### config.mk
export PLATFORM = sky130hd
export DESIGN_NAME = ucd_ctrl
export DESIGN_NICKNAME = d
export VERILOG_FILES = /design/src/hw/rtl/ucd_pkg.sv /design/src/hw/rtl/ucd_ctrl.sv
export SDC_FILE = /design/constraint.sdc
export NUM_CORES = 1
export LEC_CHECK = 0
export BUFFER_PORTS_ARGS = -buffer_cell sky130_fd_sc_hd__buf_2
export CAP_MARGIN = 5
export CORE_ASPECT_RATIO = 1.1
export CORE_MARGIN = 3
export CORE_UTILIZATION = 53
export DETAILED_ROUTE_END_ITERATION = 8
export PLACE_DENSITY = 0.84
export REMOVE_ABC_BUFFERS = 1
export SLEW_MARGIN = 25
export SYNTH_ARGS = -nofsm -noshare
export SYNTH_HDL_FRONTEND = slang
export SYNTH_SLANG_ARGS = --single-unit
### constraint.sdc
create_clock -name clk -period 5.8 [get_ports clk]
set_clock_uncertainty 0.05 [all_clocks]
set_input_delay 1.16 -clock clk [delete_from_list [all_inputs] [get_ports clk]]
set_output_delay 1.16 -clock clk [all_outputs]
set_load 0.005 [all_outputs]
### src/hw/rtl/ucd_pkg.sv
package ucd_pkg;

  localparam int unsigned VERT_W     = 10;
  localparam int unsigned NUM_VERT   = 1 << VERT_W;
  localparam int unsigned MAX_EDGES  = 4096;
  localparam int unsigned EDGE_CNT_W = 13;
  localparam int unsigned VCOUNT_W   = 11;
  localparam logic [VCOUNT_W-1:0] VCOUNT_RESET = VCOUNT_W'(NUM_VERT);

  typedef logic [VERT_W-1:0] vert_t;

  // One entry of the forest store: the link toward the root and, valid at
  // roots only, whether the component holds a cycle.
  typedef struct packed {
    logic  cyc;
    vert_t par;
  } node_t;

  typedef enum logic [9:0] {
    S_CLEAR      = 10'b00_0000_0001,
    S_IDLE       = 10'b00_0000_0010,
    S_DECIDE     = 10'b00_0000_0100,
    S_FIND_U     = 10'b00_0000_1000,
    S_FIND_V     = 10'b00_0001_0000,
    S_LINK_A     = 10'b00_0010_0000,
    S_LINK_B     = 10'b00_0100_0000,
    S_SCAN_START = 10'b00_1000_0000,
    S_SCAN_FIND  = 10'b01_0000_0000,
    S_RESULT     = 10'b10_0000_0000
  } state_t;

  typedef struct packed {
    logic clear_start;
    logic clear_step;
    logic accept;
    logic follow;
    logic take_u;
    logic take_v;
    logic link_a;
    logic link_b;
    logic scan_start;
    logic scan_next;
    logic mark_found;
  } cmd_t;

  typedef struct packed {
    logic is_root;
    logic root_cyc;
    logic clear_done;
    logic scan_done;
    logic stored;
    logic last;
    logic ovf;
  } stat_t;

endpackage

### src/hw/rtl/ucd_ctrl.sv
module ucd_ctrl
  import ucd_pkg::*;
(
  input  logic  clk,
  input  logic  rst,
  input  logic  in_valid,
  output logic  in_ready,
  output logic  out_valid,
  input  logic  out_ready,
  output cmd_t  cmd,
  input  stat_t stat
);

  state_t state, state_next;

  always_ff @(posedge clk) begin
    if (rst) begin
      state <= S_CLEAR;
    end else begin
      state <= state_next;
    end
  end

  assign in_ready  = (state == S_IDLE);
  assign out_valid = (state == S_RESULT);

  always_comb begin
    state_next = state;
    cmd        = '0;
    case (state)
      S_CLEAR: begin
        cmd.clear_step = 1'b1;
        if (stat.clear_done) begin
          state_next = S_IDLE;
        end
      end
      S_IDLE: begin
        if (in_valid) begin
          cmd.accept = 1'b1;
          state_next = S_DECIDE;
        end
      end
      S_DECIDE: begin
        if (stat.stored) begin
          state_next = S_FIND_U;
        end else if (stat.last) begin
          state_next = stat.ovf ? S_RESULT : S_SCAN_START;
        end else begin
          state_next = S_IDLE;
        end
      end
      S_FIND_U: begin
        if (stat.is_root) begin
          cmd.take_u = 1'b1;
          state_next = S_FIND_V;
        end else begin
          cmd.follow = 1'b1;
        end
      end
      S_FIND_V: begin
        if (stat.is_root) begin
          cmd.take_v = 1'b1;
          state_next = S_LINK_A;
        end else begin
          cmd.follow = 1'b1;
        end
      end
      S_LINK_A: begin
        cmd.link_a = 1'b1;
        state_next = S_LINK_B;
      end
      S_LINK_B: begin
        cmd.link_b = 1'b1;
        if (stat.last) begin
          state_next = stat.ovf ? S_RESULT : S_SCAN_START;
        end else begin
          state_next = S_IDLE;
        end
      end
      S_SCAN_START: begin
        if (stat.scan_done) begin
          state_next = S_RESULT;
        end else begin
          cmd.scan_start = 1'b1;
          state_next     = S_SCAN_FIND;
        end
      end
      S_SCAN_FIND: begin
        if (stat.is_root) begin
          if (stat.root_cyc) begin
            cmd.mark_found = 1'b1;
            state_next     = S_RESULT;
          end else begin
            cmd.scan_next = 1'b1;
            state_next    = S_SCAN_START;
          end
        end else begin
          cmd.follow = 1'b1;
        end
      end
      S_RESULT: begin
        if (out_ready) begin
          cmd.clear_start = 1'b1;
          state_next      = S_CLEAR;
        end
      end
      default: begin
        state_next = S_CLEAR;
      end
    endcase
  end

endmodule

==> key figures <==
Outcome
  • Outcome: complete, no violations

Drt
  • Remaining antenna violation count: 0
  • Initial DRC Count: 13
  • Pre-antenna DRT Iters: 4
  • Detailed-route DRC error count: 0
  • Vias: 860
  • Total Wirelength: 2050 um
  • WL/cell: 14.9 um
  • Vias/cell: 6.28

Synth
  • Syn Area/Cell: 7.85 sq um
  • Ys async rst share: 0
  • Synth cell types: 42
  • Prevailing post-synth register cell: dfxtp_1
  • Post-synthesis sequential area ratio: 0.252
  • Yosys warning count: 0
  • EDFF count, synth: 0
  • Synth Instances: 101
  • Mapped cell area: 793 sq um
  • Register bit count reported by yosys: 10

Die
  • Initial core utilization: 0.573
  • IO Count: 24
  • Die ar.: 2000 sq um
  • Placement row count: 14
  • Die Height: 46.6 um
  • Core area: 1380 sq um
  • Die Span X: 42.9 um

Setup path
  • CP startpoint kind: flop
  • Worst EP arrival: 2010 ps
  • Setup crit end kind: primary output
  • Worst Path Max Fanout: 8
  • CP required: 4590 ps
  • Crit path kind: reg -> out

Pwr
  • Comb pwr share: 0.393
  • Sequential power share: 0.361
  • P per Cell Area: 284 nW/um^2
  • Static Leakage: 0.427 nW
  • Overall Power: 0.265 mW
  • Clock share of power: 0.246
  • Peak supply drop: 0.253 mV
  • Int Pwr: 0.167 mW
  • NetSw: 0.0978 mW
  • Switching part of the total: 0.369

Clocking
  • CTS Hold Bufs: 0
  • CTS HTree Levels: 1
  • CTS Buf Count: 3
  • Clk Latency, worst-skew pair: 270 ps
  • Post-CTS Resized: 0
  • Postcts setup bufs: 0
  • Clk buf depth: 2
  • Clock sink count: 10
  • CTS Root Cell: clkbuf_4
  • Reg clk slew, reported paths: 70 ps
  • CTS tree: built

STA
  • Fin crit share: 0.556
  • Setup TNS: 0 ps
  • Slew Viols, Final: 0
  • Final min period: 3220 ps
  • Fmax: 310 MHz
  • RSZ-0062 raised after global routing: false
  • Worst slew pin tran: 448 ps
  • Final hold vios: 0
  • Worst hold slack: 607 ps
  • Endpoints failing setup: 0
  • Rel. slew slack: 0.699

Global routing
  • Largest net degree at the start of global routing: 13
  • Vias in the first global route: 739
  • First-pass GRT wire length: 3150 um
  • Total Routing Usage GR: 0.211
  • Initial antenna violation count: 0
  • Total grt overflow: 0

Place
  • DP Wirelength: 1570 um
  • Buffers on Ports: 23
  • Gpl congestion: 0.888

Final layout
  • Most frequent cells in the layout: buf_2, nor2_1, dfxtp_1, inv_1, nor3_1
  • Area of the multi-input gates: 529 sq um
  • Register Area: 200 sq um
  • Regs by FF count: state: 10 flops
  • Nets: 133
  • Synth-to-layout area growth: 17.4%
  • Ant diodes: 0
  • Commonest non-fill, non-tap cell in the layout: buf_2
  • Layout cell share with drive strength beyond 1: 0.322
  • Largest register FFs: 10
  • Fillers: 130
  • Post-layout util: 0.673
  • Top reg by flops: state

Min path
  • Worst hold-check path type: reg -> reg

Job
  • # Max-Cap Violations: 0
## metrics by stage
step	worst slack, ps	cell area, sq um	instances
after detailed placement	2800	895	133
after global routing	2470	931	137
final	2580	931	137
after CTS	2590	931	137
after global placement	2830	895	133
after floorplan	3110	759	94
## cells in the mapped netlist, types with 2 or more instances
library cell  number  area (sq um)
nor3_1             7          35.0
or2_2              2          12.5
buf_1              2          7.51
o21ai_0            3          15.0
inv_1              8          30.0
nand4b_1           2          17.5
nand2_1            2          7.51
o22a_1             3          26.3
nand2b_1           2          12.5
and4_2             2          20.0
nand4_1            3          18.8
nand3_1            3          15.0
xor2_1             3          26.3
nor4_1             2          12.5
a211o_1            2          17.5
nor3b_1            2          15.0
a21oi_1            3          15.0
nor2b_1            2          12.5
clkbuf_1           4          15.0
nor2_1            11          41.3
dfxtp_1           10           200
nor4b_1            3          26.3
## critical path, cell delays in order, from the launching register on
cell and delay, ps:
dfxtp_1 370, nor4_4 490, nand3_2 150, or4b_4 510
nor2_1 110, buf_2 120
## metal layers
layer,vias up,part of all wire,global-route usage
met2,28,0.48,0.362
met5,-,0,0
met3,6,0.046,0.0469
met1,411,0.44,0.241
li1,415,-,-
met4,0,0.031,0.124
## final timing paths
kind	from	endpoint	slack [ps]	depth (start not counted)
setup / recovery	state[4]	cmd[2]	2580	5
hold / removal	state[3]	state[3]	610	2
setup reg to reg	state[4]	state[9]	3700	5
hold reg to reg	state[3]	state[3]	610	2
## power groups by stage
stage                     Sequential (mW)  Combinational [mW]  Clock (mW)
after floorplan                    0.0928              0.0785           0
after global placement             0.0956               0.104           0
after detailed placement           0.0962               0.104           0
after CTS                          0.0948               0.104      0.0652
after global routing               0.0958               0.117      0.0677
final                              0.0955               0.104      0.0652
## cell type report
| type | count | area share |
|---|---|---|
| tap | 16 | 0.0215 |
| inverter | 8 | 0.0323 |
| timing repair buffer | 23 | 0.124 |
| clock buffer | 4 | 0.0390 |
| sequential | 10 | 0.215 |
| multi-input combinational | 76 | 0.569 |
## cells by family after synthesis
family / count (synthesis) / synth area share
AND/OR/NAND/NOR: 52 / 0.429
AO/OA/AOI/OAI: 21 / 0.205
buffers and inverters: 15 / 0.0804
flip-flops: 10 / 0.252
XOR/XNOR: 3 / 0.0331
No activity file was read; power rests on OpenSTA's default activity.
